### src/lcdenc_pkg.sv
// Shared types, codes and helpers for the LCD draw-command encoder.
// No dependencies; every other file of the block imports this package.
`default_nettype none

package lcdenc_pkg;

	typedef enum logic [1:0] {
		OP_POINT = 2'd0,
		OP_HLINE = 2'd1,
		OP_VLINE = 2'd2,
		OP_RECT  = 2'd3
	} op_t;

	localparam logic [1:0] KIND_COMMAND = 2'd0;
	localparam logic [1:0] KIND_DATA    = 2'd1;
	localparam logic [1:0] KIND_RUN     = 2'd2;

	localparam logic [7:0] CMD_COLUMN_SET   = 8'h2A;
	localparam logic [7:0] CMD_ROW_SET      = 8'h2B;
	localparam logic [7:0] CMD_MEMORY_WRITE = 8'h2C;
	localparam logic [7:0] ADDR_HIGH_BYTE   = 8'h00;

	localparam logic [1:0] CFG_COLUMN_OFFSET = 2'd0;
	localparam logic [1:0] CFG_ROW_OFFSET    = 2'd1;
	localparam logic [1:0] CFG_SCREEN_WIDTH  = 2'd2;
	localparam logic [1:0] CFG_SCREEN_HEIGHT = 2'd3;

	localparam logic [8:0] RESET_SCREEN_WIDTH  = 9'd128;
	localparam logic [8:0] RESET_SCREEN_HEIGHT = 9'd160;

	localparam int QUEUE_DEPTH    = 4;
	localparam int QUEUE_PTR_BITS = $clog2(QUEUE_DEPTH);

	typedef struct packed {
		logic [7:0] column_offset;
		logic [7:0] row_offset;
		logic [8:0] screen_width;
		logic [8:0] screen_height;
	} cfg_t;

	// One window setup plus its optional pixel run; address bytes carry the offsets.
	typedef struct packed {
		logic [7:0]  left;
		logic [7:0]  right;
		logic [7:0]  top;
		logic [7:0]  bottom;
		logic [15:0] color;
		logic [16:0] count;
		logic        last;
	} prim_t;

	// Number of pixels from first to second inclusive, zero when reversed.
	function automatic logic [8:0] span(input logic signed [9:0] first,
			input logic signed [9:0] second);
		logic signed [9:0] diff;
		begin
			diff = second - first + 10'sd1;
			span = (second >= first) ? diff[8:0] : 9'd0;
		end
	endfunction

endpackage

`default_nettype wire

### src/lcdenc_front.sv
// Front end: accepts draw requests and splits each into window primitives.
// Depends on lcdenc_pkg.
`default_nettype none

module lcdenc_front (
	input  wire logic               clk,
	input  wire logic               arst_n,
	input  wire lcdenc_pkg::cfg_t   cfg,
	input  wire logic               in_valid,
	output logic                    in_ready,
	input  wire logic [1:0]         operation,
	input  wire logic [7:0]         x_first,
	input  wire logic [7:0]         y_first,
	input  wire logic [7:0]         x_second,
	input  wire logic [7:0]         y_second,
	input  wire logic [15:0]        line_color,
	input  wire logic [15:0]        fill_color,
	input  wire logic               fill_enable,
	output logic                    push_valid,
	input  wire logic               push_ready,
	output lcdenc_pkg::prim_t       prim
);
	import lcdenc_pkg::*;

	logic              hold_valid_q;
	logic [2:0]        step_q;
	op_t               op_q;
	logic [7:0]        xa_q, ya_q, xb_q, yb_q;
	logic [15:0]       line_q, fill_q;

	logic              accept, rect, fill_step, inset, drop, prim_last, done;
	logic              on_screen;
	logic signed [9:0] xa_e, ya_e, xb_e, yb_e, ins_e;
	logic signed [9:0] l, r, t, b;
	logic [16:0]       count_full;

	assign accept    = in_valid && in_ready;
	assign rect      = (op_q == OP_RECT);
	assign fill_step = rect && (step_q == 3'd0);
	assign inset     = fill_step && (line_q != fill_q);

	assign xa_e  = $signed({2'b00, xa_q});
	assign ya_e  = $signed({2'b00, ya_q});
	assign xb_e  = $signed({2'b00, xb_q});
	assign yb_e  = $signed({2'b00, yb_q});
	assign ins_e = $signed({9'd0, inset});

	always_comb begin
		l = xa_e;
		r = xa_e;
		t = ya_e;
		b = ya_e;
		unique case (op_q)
			OP_POINT: begin
			end
			OP_HLINE: begin
				r = xb_e;
			end
			OP_VLINE: begin
				b = yb_e;
			end
			OP_RECT: begin
				case (step_q)
					3'd0: begin
						l = xa_e + ins_e;
						r = xb_e - ins_e;
						t = ya_e + ins_e;
						b = yb_e - ins_e;
					end
					3'd1: begin
						r = xb_e;
					end
					3'd2: begin
						r = xb_e;
						t = yb_e;
						b = yb_e;
					end
					3'd3: begin
						b = yb_e;
					end
					default: begin
						l = xb_e;
						r = xb_e;
						b = yb_e;
					end
				endcase
			end
			default: begin
			end
		endcase
	end

	assign count_full = {8'd0, span(t, b)} * {8'd0, span(l, r)};
	assign on_screen  = ({1'b0, xa_q} < cfg.screen_width) && ({1'b0, ya_q} < cfg.screen_height);
	assign drop       = (op_q == OP_POINT) && !on_screen;
	assign prim_last  = !rect || (step_q == 3'd4) || (fill_step && (line_q == fill_q));

	assign push_valid = hold_valid_q && !drop;
	assign done       = hold_valid_q && (drop || (push_ready && prim_last));
	assign in_ready   = !hold_valid_q || done;

	assign prim.left   = cfg.column_offset + l[7:0];
	assign prim.right  = cfg.column_offset + r[7:0];
	assign prim.top    = cfg.row_offset + t[7:0];
	assign prim.bottom = cfg.row_offset + b[7:0];
	assign prim.color  = fill_step ? fill_q : line_q;
	assign prim.count  = count_full;
	assign prim.last   = prim_last;

	always_ff @(posedge clk or negedge arst_n) begin
		if (!arst_n) begin
			hold_valid_q <= 1'b0;
			step_q       <= 3'd0;
		end else if (accept) begin
			hold_valid_q <= 1'b1;
			step_q       <= ((op_t'(operation) == OP_RECT) && !fill_enable) ? 3'd1 : 3'd0;
		end else if (done) begin
			hold_valid_q <= 1'b0;
		end else if (push_valid && push_ready) begin
			step_q <= step_q + 3'd1;
		end
	end

	always_ff @(posedge clk) begin
		if (accept) begin
			op_q   <= op_t'(operation);
			xa_q   <= x_first;
			ya_q   <= y_first;
			xb_q   <= x_second;
			yb_q   <= y_second;
			line_q <= line_color;
			fill_q <= fill_color;
		end
	end

endmodule

`default_nettype wire

### src/lcdenc_queue.sv
// Short FIFO of primitives between the front and back ends.
// Depends on lcdenc_pkg for the primitive type and the depth.
`default_nettype none

module lcdenc_queue (
	input  wire logic              clk,
	input  wire logic              arst_n,
	input  wire logic              push_valid,
	output logic                   push_ready,
	input  wire lcdenc_pkg::prim_t push_data,
	output logic                   pop_valid,
	input  wire logic              pop_ready,
	output lcdenc_pkg::prim_t      pop_data
);
	import lcdenc_pkg::*;

	prim_t                     mem_q [QUEUE_DEPTH];
	logic [QUEUE_PTR_BITS-1:0] wr_ptr_q, rd_ptr_q;
	logic [QUEUE_PTR_BITS:0]   count_q;
	logic                      do_push, do_pop;

	assign push_ready = (count_q != (QUEUE_PTR_BITS+1)'(QUEUE_DEPTH));
	assign pop_valid  = (count_q != '0);
	assign pop_data   = mem_q[rd_ptr_q];
	assign do_push    = push_valid && push_ready;
	assign do_pop     = pop_valid && pop_ready;

	always_ff @(posedge clk or negedge arst_n) begin
		if (!arst_n) begin
			wr_ptr_q <= '0;
			rd_ptr_q <= '0;
			count_q  <= '0;
		end else begin
			if (do_push) begin
				wr_ptr_q <= wr_ptr_q + 1'b1;
			end
			if (do_pop) begin
				rd_ptr_q <= rd_ptr_q + 1'b1;
			end
			if (do_push && !do_pop) begin
				count_q <= count_q + 1'b1;
			end else if (do_pop && !do_push) begin
				count_q <= count_q - 1'b1;
			end
		end
	end

	always_ff @(posedge clk) begin
		if (do_push) begin
			mem_q[wr_ptr_q] <= push_data;
		end
	end

endmodule

`default_nettype wire

### src/lcdenc_back.sv
// Back end: turns each primitive into window setup bytes and a pixel run.
// Depends on lcdenc_pkg; drives the registered result channel.
`default_nettype none

module lcdenc_back (
	input  wire logic              clk,
	input  wire logic              arst_n,
	input  wire logic              pop_valid,
	output logic                   pop_ready,
	input  wire lcdenc_pkg::prim_t pop_data,
	output logic                   out_valid,
	input  wire logic              out_ready,
	output logic [1:0]             item_kind,
	output logic [15:0]            item_value,
	output logic [16:0]            run_length,
	output logic                   last_item
);
	import lcdenc_pkg::*;

	localparam logic [3:0] ITEM_MEMORY_WRITE = 4'd10;
	localparam logic [3:0] ITEM_RUN          = 4'd11;

	prim_t       cur_q;
	logic        cur_valid_q;
	logic [3:0]  idx_q;
	logic        out_valid_q;
	logic [1:0]  kind_q;
	logic [15:0] value_q;
	logic [16:0] len_q;
	logic        last_q;

	logic        advance, final_item;
	logic [1:0]  kind_d;
	logic [7:0]  byte_d;
	logic [15:0] value_d;
	logic [16:0] len_d;

	assign advance    = cur_valid_q && (!out_valid_q || out_ready);
	assign final_item = (idx_q == ITEM_RUN) ||
		((idx_q == ITEM_MEMORY_WRITE) && (cur_q.count == '0));
	assign pop_ready  = !cur_valid_q || (advance && final_item);

	always_comb begin
		kind_d = KIND_DATA;
		byte_d = ADDR_HIGH_BYTE;
		len_d  = '0;
		unique case (idx_q)
			4'd0: begin
				kind_d = KIND_COMMAND;
				byte_d = CMD_COLUMN_SET;
			end
			4'd2: byte_d = cur_q.left;
			4'd4: byte_d = cur_q.right;
			4'd5: begin
				kind_d = KIND_COMMAND;
				byte_d = CMD_ROW_SET;
			end
			4'd7: byte_d = cur_q.top;
			4'd9: byte_d = cur_q.bottom;
			ITEM_MEMORY_WRITE: begin
				kind_d = KIND_COMMAND;
				byte_d = CMD_MEMORY_WRITE;
			end
			ITEM_RUN: begin
				kind_d = KIND_RUN;
				len_d  = cur_q.count;
			end
			default: begin
			end
		endcase
		value_d = (idx_q == ITEM_RUN) ? cur_q.color : {8'd0, byte_d};
	end

	always_ff @(posedge clk or negedge arst_n) begin
		if (!arst_n) begin
			cur_valid_q <= 1'b0;
			idx_q       <= 4'd0;
			out_valid_q <= 1'b0;
		end else begin
			if (pop_valid && pop_ready) begin
				cur_valid_q <= 1'b1;
				idx_q       <= 4'd0;
			end else if (advance && final_item) begin
				cur_valid_q <= 1'b0;
			end else if (advance) begin
				idx_q <= idx_q + 4'd1;
			end
			if (advance) begin
				out_valid_q <= 1'b1;
			end else if (out_ready) begin
				out_valid_q <= 1'b0;
			end
		end
	end

	always_ff @(posedge clk) begin
		if (pop_valid && pop_ready) begin
			cur_q <= pop_data;
		end
		if (advance) begin
			kind_q  <= kind_d;
			value_q <= value_d;
			len_q   <= len_d;
			last_q  <= cur_q.last && final_item;
		end
	end

	assign out_valid  = out_valid_q;
	assign item_kind  = kind_q;
	assign item_value = value_q;
	assign run_length = len_q;
	assign last_item  = last_q;

endmodule

`default_nettype wire

### src/lcd_draw_command_encoder_top.sv
// Requests pass the front-end hold register, primitive queue and back-end output register.
// Throughput: each primitive takes 11 result items, 12 with a pixel run, one per cycle
// while out_ready is high, which sets the rate; a rectangle yields up to five primitives.
// A new request is accepted while the previous one is still being emitted.
// Reset empties the pipeline and sets offsets to 0, width to 128 and height to 160.
// Top level: configuration registers, front end, primitive queue and back end.
`default_nettype none

module lcd_draw_command_encoder_top (
	input  wire logic        clk,
	input  wire logic        arst_n,
	input  wire logic        cfg_write,
	input  wire logic [1:0]  cfg_index,
	input  wire logic [8:0]  cfg_data,
	input  wire logic        in_valid,
	output logic             in_ready,
	input  wire logic [1:0]  operation,
	input  wire logic [7:0]  x_first,
	input  wire logic [7:0]  y_first,
	input  wire logic [7:0]  x_second,
	input  wire logic [7:0]  y_second,
	input  wire logic [15:0] line_color,
	input  wire logic [15:0] fill_color,
	input  wire logic        fill_enable,
	output logic             out_valid,
	input  wire logic        out_ready,
	output logic [1:0]       item_kind,
	output logic [15:0]      item_value,
	output logic [16:0]      run_length,
	output logic             last_item
);
	import lcdenc_pkg::*;

	cfg_t  cfg_q;
	prim_t front_prim, queue_prim;
	logic  front_valid, front_ready, queue_valid, queue_ready;

	always_ff @(posedge clk or negedge arst_n) begin
		if (!arst_n) begin
			cfg_q.column_offset <= 8'd0;
			cfg_q.row_offset    <= 8'd0;
			cfg_q.screen_width  <= RESET_SCREEN_WIDTH;
			cfg_q.screen_height <= RESET_SCREEN_HEIGHT;
		end else if (cfg_write) begin
			unique case (cfg_index)
				CFG_COLUMN_OFFSET: cfg_q.column_offset <= cfg_data[7:0];
				CFG_ROW_OFFSET:    cfg_q.row_offset    <= cfg_data[7:0];
				CFG_SCREEN_WIDTH:  cfg_q.screen_width  <= cfg_data;
				CFG_SCREEN_HEIGHT: cfg_q.screen_height <= cfg_data;
				default: begin
				end
			endcase
		end
	end

	lcdenc_front u_front (
		.clk         (clk),
		.arst_n      (arst_n),
		.cfg         (cfg_q),
		.in_valid    (in_valid),
		.in_ready    (in_ready),
		.operation   (operation),
		.x_first     (x_first),
		.y_first     (y_first),
		.x_second    (x_second),
		.y_second    (y_second),
		.line_color  (line_color),
		.fill_color  (fill_color),
		.fill_enable (fill_enable),
		.push_valid  (front_valid),
		.push_ready  (front_ready),
		.prim        (front_prim)
	);

	lcdenc_queue u_queue (
		.clk        (clk),
		.arst_n     (arst_n),
		.push_valid (front_valid),
		.push_ready (front_ready),
		.push_data  (front_prim),
		.pop_valid  (queue_valid),
		.pop_ready  (queue_ready),
		.pop_data   (queue_prim)
	);

	lcdenc_back u_back (
		.clk        (clk),
		.arst_n     (arst_n),
		.pop_valid  (queue_valid),
		.pop_ready  (queue_ready),
		.pop_data   (queue_prim),
		.out_valid  (out_valid),
		.out_ready  (out_ready),
		.item_kind  (item_kind),
		.item_value (item_value),
		.run_length (run_length),
		.last_item  (last_item)
	);

endmodule

`default_nettype wire
### config.mk
export PLATFORM = sky130hd
export DESIGN_NAME = lcd_draw_command_encoder_top
export DESIGN_NICKNAME = d
export VERILOG_FILES = /design/src/lcdenc_pkg.sv /design/src/lcdenc_front.sv /design/src/lcdenc_queue.sv /design/src/lcdenc_back.sv /design/src/lcd_draw_command_encoder_top.sv
export SDC_FILE = /design/constraint.sdc
export NUM_CORES = 1
export LEC_CHECK = 0
export BUFFER_PORTS_ARGS = -buffer_cell sky130_fd_sc_hd__buf_2
export CAP_MARGIN = 20
export CORE_MARGIN = 3
export CORE_UTILIZATION = 55
export CTS_BUF_LIST = sky130_fd_sc_hd__clkbuf_8
export CTS_CLUSTER_DIAMETER = 80
export DETAILED_ROUTE_END_ITERATION = 8
export PLACE_DENSITY = 0.82
export SETUP_SLACK_MARGIN = 0.5
export SYNTH_ARGS = -nofsm -noshare
export SYNTH_HDL_FRONTEND = slang
export SYNTH_SLANG_ARGS = --single-unit
### constraint.sdc
create_clock -name clk -period 8.45 [get_ports clk]
set_clock_uncertainty 0.05 [all_clocks]
set_input_delay 0.4225 -clock clk [delete_from_list [all_inputs] [get_ports clk]]
set_output_delay 0.4225 -clock clk [all_outputs]
set_load 0.02 [all_outputs]
; ---- Word level (Yosys, flattened, before mapping)
; Memories as Yosys holds them, arrays and structs flattened. A register that Yosys moved wholly into a read port is not among the register bits.
; Cells that the tools add are included.
[op_classes]
n_addsub = 18
mul = 1
magnitude_cmp = 4
n_eq_ne = 23
mux = 31
n_reduce_logical = 54
[op_table]
columns = cell, count
row1 = 10-bit one-hot mux with 2 select lines, 6
row2 = 8-bit one-hot mux with 7 select lines, 1
row3 = 8-bit adder, 4
row4 = 10-bit greater-or-equal comparator, 2
row5 = 10-bit two-way mux, 2
row6 = 8-bit by 1-bit adder with 9-bit output, 2
row7 = "9-bit by 2-bit adder with 9-bit output, second input constant", 2
row8 = 1-bit logical AND, 18
row9 = 8-bit by 9-bit less-than comparator with 1-bit output, 2
row10 = 9-bit two-way mux, 2
row11 = 8-bit by 1-bit subtractor with 9-bit output, 2
row12 = 9-bit subtractor, 2
row13 = 17-bit zero test, 1
row14 = 9-bit by 9-bit multiplier with 17-bit output, 1
row15 = 16-bit == test, 1
row16 = 16-bit two-way mux, 1
row17 = 16-bit != test, 1
row18 = 3-bit two-way mux, 5
row19 = "4-bit by 3-bit == test with 1-bit output, second input constant", 3
row20 = "4-bit == test, second input constant", 3
row21 = 4-bit two-way mux, 3
row22 = 2-bit AND reduction, 6
row23 = 2-bit nonzero test, 6
row24 = "2-bit == test, second input constant", 5
row25 = 22 further kinds, 50
[word_totals]
reg_bits = 153
mem_bits_rw = 264
inputBits = 83
output_inout_bits = 38
wordCells = 156
memories = 1
[mem_list]
columns = memory, words, width, read_ports, rd_ports_with_merged_regs, write_ports, line
row1 = u_queue.mem_q, 4, 66, 1, 1, 1, lcdenc_queue.sv:17  ; prim_t mem_q [QUEUE_DEPTH];

; ---- Depth between registers and ports, before layout
[depth]
word_depth = 11
ltp_mapped = 41
mapped_depth_nobuf = 38

; ---- Cells and area by module
; Synthesis repeated with hierarchy kept, for this count alone.
[hier_totals]
hier_cells = 1731
hier_area_um2 = 24410.9
[modules_own_cells]
columns = mod, instances, cells_each, area_per_inst_um2, seq_area_each_um2
row1 = lcdenc_queue, 1, 380, 9953.3, 8102.8
row2 = lcdenc_front, 1, 1034, 9083.7, 2082.0
row3 = lcdenc_back, 1, 245, 4085.2, 3213.1
row4 = lcd_draw_command_encoder_top, 1, 72, 1288.7, 854.6

; ---- Least setup slack after synthesis
; No wires, ideal clock.
[synth_path]
kind = flip-flop to flip-flop
from = register u_front.step_q[0]
to = memory u_queue.mem_q[0][17] (netlist name), data pin
arrival_ps = 8247
path_slack_ps = -125
path_stages_with_launch = 37
path_buffers = 1
period_less_slack_ps = 8575
cell_sequence = dfrtp_1 inv_1 ha_1 nor2b_1 clkbuf_1 nand2_1 nor2_1 ha_1 ha_1 o21bai_1 a21o_1 o221a_2 inv_1 ha_1 inv_1 ha_1 fa_1 a21o_1 a21oi_1 o21bai_1 a21oi_1 xnor2_1 or2_1 nor2_1 fa_1 fa_1 fa_1 inv_1 fa_1 inv_1 ha_1 or3_1 o211a_1 o21a_1 o21a_1 o41ai_1 xnor3_1
[synth_rtl]
columns = element, line
row1 = from (decl), lcdenc_front.sv:26  ; logic [2:0] step_q;
row2 = from (signal assigned), lcdenc_front.sv:116  ; step_q <= ((op_t'(operation) == OP_RECT) && !fill_enable) ? 3'd1 : 3'd0;
row3 = from (signal assigned), lcdenc_front.sv:120  ; step_q <= step_q + 3'd1;
row4 = to (decl), lcdenc_queue.sv:17

==> flow_metrics.env <==
export IMPL_status="finished with violations"
export IMPL_violations="negative setup slack"
export IMPL_rr_startpoint="u_front.fill_q[3]"
export IMPL_detail_route_antenna_nets=0
export IMPL_place_hpwl_um=39200
export IMPL_clk_latency_ns=0.66
export IMPL_slowest_delay_ns=0.58
export IMPL_area_growth_pct=22.1
export IMPL_cpMostUsedCell="fa_1"
export IMPL_drt_iter0_markers=1591
export IMPL_drt_vias_per_instance=5.67
export IMPL_synth_ff_type="edfxtp_1"
export IMPL_routed_wl_um=59900
export IMPL_fin_crit_sh_pct=100
export IMPL_placedCellCount=2548
export IMPL_antenna_found_initial=0
export IMPL_rr_worst_depth=35
export IMPL_r2r_slack_ns=-0.01
export IMPL_dieWidth_um=216
export IMPL_track_usage_pct=26.1
export IMPL_grt_pass1_vias=16800
export IMPL_syn_instance_count=1720
export IMPL_synth_most_common_cell="edfxtp_1"
export IMPL_clkSinkCount=483
export IMPL_clk_path_buf_depth=3
export IMPL_grt_start_max_net_pins=73
export IMPL_rsz0062_at_grt="true"
export IMPL_async_reset_ff_share_pct=10.6
export IMPL_clkTransAtPathRegs_ns=0.06
export IMPL_drv_cap=0
export IMPL_grt_pass1_wl_um=94000
export IMPL_io_buffers=120
export IMPL_worstPathRequired_ns=8.79
export IMPL_die_area_um2=46900
export IMPL_dr_pass1_iters=8
export IMPL_fmax_ghz=0.118
export IMPL_cts_root_buf="clkbuf_8"
export IMPL_synth_top_area_share_pct=53.3
export IMPL_r2r_end="u_queue.mem_q[1][17]"
export IMPL_cp_arrival_ns=8.80
export IMPL_power_leakage_nw=11.9
export IMPL_worst_pin_slew_ns=1.02
export IMPL_ys_seq_elements=483
export IMPL_synth_edf_count=432
export IMPL_layout_setup_ws_ns=-0.0114
export IMPL_cts_htree_levels=3
export IMPL_finalSetupViolCount=4
export IMPL_holdPathStages=2
export IMPL_syn_area_um2=24400
export IMPL_initial_utilization_pct=56.1
export IMPL_tritoncts="yes"
export IMPL_finalInstanceArea_um2=29700
export IMPL_ios=121
export IMPL_detail_route_wl_per_cell_um=21.5
export IMPL_drive_gt1_share_pct=30.5
export IMPL_nets=2419
export IMPL_ys_seq_area_share_pct=58.5
export IMPL_core_um2=43500
export IMPL_die_h_um=216
export IMPL_yosysWarningCount=0
export IMPL_critPathKind="flip-flop to flip-flop"
export IMPL_critPathSlowestCell="fa_1"
export IMPL_min_period_ns=8.46
export IMPL_place_gp_congestion=0.914
export IMPL_diodes=0
export IMPL_synth_area_per_cell_um2=14.2
export IMPL_drc_errors=0
export IMPL_synth_area_leader_cell="edfxtp_1"
export IMPL_synth_common_cells="edfxtp_1, inv_1, ha_1, nor2_1, nand2_1"
export IMPL_synth_cell_type_count=77
export IMPL_syn_num_nets=2001
export IMPL_rows=76
export IMPL_relSlewSlack_pct=31.8
export IMPL_min_from="cfg_data[0]"
export IMPL_drv_slew=0
export IMPL_critPathMaxFanout=4
export IMPL_min_to="cfg_q[0]"
export IMPL_ir_drop_v=0.000400
export IMPL_cts_buffers=78
export IMPL_fillCellCount=2884
export IMPL_grt_remaining_overflow=0
export IMPL_num_vias=15800
export IMPL_stdcell_count=2785
export IMPL_placed_area_um2=27000
export IMPL_worstHoldPathType="input pin to flip-flop"
export IMPL_synthTopCellsByArea="edfxtp_1, ha_1, mux4_2"
export IMPL_pwr_density_cell_nw_per_um2=428
export IMPL_cp_end_kind="flip-flop"
export IMPL_startpoint_type="flip-flop"
export IMPL_final_hold_viol_count=0
==> worst max path at each step <==
| stage | startpoint | end | slack (ns) | cells after the start |
|---|---|---|---|---|
| floorplan | u_front.line_q[6] | u_queue.mem_q[0][17] | 0.50 | 31 |
| finish | u_front.fill_q[3] | u_queue.mem_q[1][17] | -0.01 | 35 |
| CTS | u_front.line_q[9] | u_queue.mem_q[1][17] | 0.17 | 36 |
| detailed placement | u_front.fill_q[11] | u_queue.mem_q[1][17] | -0.18 | 34 |
| global route | u_front.fill_q[3] | u_queue.mem_q[3][17] | -0.32 | 41 |
| global placement | u_front.fill_q[3] | u_queue.mem_q[0][17] | 0.01 | 30 |
==> area by class of cell <==
class / instances / area (um2) / area share (%)
Clock buffer: 80 / 1100 / 3.70
Multi-Input combinational cell: 1036 / 9900 / 33.3
Clock inverter: 62 / 303 / 1.02
Inverter: 145 / 544 / 1.83
Timing Repair Buffer: 394 / 2910 / 9.78
Tap cell: 585 / 732 / 2.46
Sequential cell: 483 / 14300 / 47.9
==> report_power, final <==
group          leakage [nW]  total (mW)  switching (mW)  internal (mW)
Combinational          6.47        6.69            3.66           3.02
Clock                 0.815        1.84           0.947          0.895
Sequential             4.63        4.21           0.320           3.89
==> kinds of logic (layout without fill, tap and decap cells) <==
family                   after synthesis  in the layout  share of synthesized area, %
AND/OR/NAND/NOR                      399            399                          8.16
AO/OA/AOI/OAI                        240            240                          6.51
adder cells (fa/ha/maj)              198            198                          12.1
XOR/XNOR                              80             80                          2.99
multiplexers                         119            119                          8.55
buffers and inverters                201            681                          3.21
flip-flops                           483            483                          58.5
==> layout by cell type, fill, tap and decap left out, types with 9 or more instances in the layout <==
cell type	synthesis	routed
clkinv_1	0	22
nor3_1	12	10
xnor2_2	2	12
dfrtp_1	48	46
mux4_2	66	66
nor2_2	0	11
o21ai_0	59	51
and3_1	19	17
nand2b_1	9	9
nor2_1	114	101
dlygate4sd3_1	0	72
o21bai_1	14	14
buf_4	0	191
xnor2_1	62	52
fa_1	62	55
inv_1	145	164
edfxtp_1	432	432
and2_1	43	34
a21oi_1	63	56
a22o_1	11	11
nand3_1	36	32
nand4_1	16	16
nand2_1	93	85
mux2_2	52	52
xor2_1	15	15
nand2_2	2	9
buf_2	4	120
ha_4	0	11
ha_1	136	117
a21o_1	21	21
clkbuf_8	0	80
==> timing repair <==
action | 4_1_cts | 5_1_grt
gates resized for setup | 82 | 24
setup endpoints to repair | 28 | 32
hold buffers | 72 | 0
cloned | 1 | 0
pin swaps | 60 | 26
endpoints found under the hold margin | 126 | 0
buffers inserted | 18 | 3
==> flip-flops by register name, indices dropped and copies added, names as in the netlist, 3 cells and up <==
name	flops
u_back.run_length	17
u_front.line_q	16
u_front.step_q	3
u_back.cur_q	66
u_front.ya_q	8
u_queue.mem_q	264
u_front.xb_q	8
u_front.yb_q	8
u_queue.count_q	3
u_front.xa_q	8
u_back.item_value	16
u_back.idx_q	4
cfg_q	34
u_front.fill_q	16
==> through the flow <==
| stage | power [mW] | setup TNS [ns] | hold slack (ns) | util (%) | worst slack, ns |
|---|---|---|---|---|---|
| finish | 12.7 | -0.0454 | 0.104 | 68.4 | -0.0114 |
| global route | 13.6 | -1.86 | 0.0865 | 68.4 | -0.322 |
| CTS | 12.5 | 0 | 0.0506 | 68.1 | 0.170 |
| detailed placement | 10.2 | -1.22 | 0.444 | 62.1 | -0.177 |
| global placement | 9.95 | 0 | 0.413 | 62.1 | 0.0133 |
| floorplan | 7.96 | 0 | 0.0769 | - | 0.500 |
==> layer usage <==
| metal | global-route usage [%] | part of all wire [%] | routed length, um | vias up |
|---|---|---|---|---|
| met3 | 3.98 | 6.5 | 3890 | 137 |
| met5 | 0 | 0 | 0 | - |
| met1 | 33.4 | 39 | 23400 | 7784 |
| met2 | 45.0 | 51 | 30400 | 692 |
| li1 | - | - | - | 7189 |
| met4 | 10.7 | 3.7 | 2230 | 0 |
==> critical path, delay by kind of cell (launching register included) <==
family,cells,cell delay [ns]
AO/OA/AOI/OAI,8,1.56
XOR/XNOR,3,0.67
adder cells (fa/ha/maj),7,2.87
buffers and inverters,6,0.78
flip-flops,1,0.44
AND/OR/NAND/NOR,11,1.84
Power figures use the tool's default switching activity.
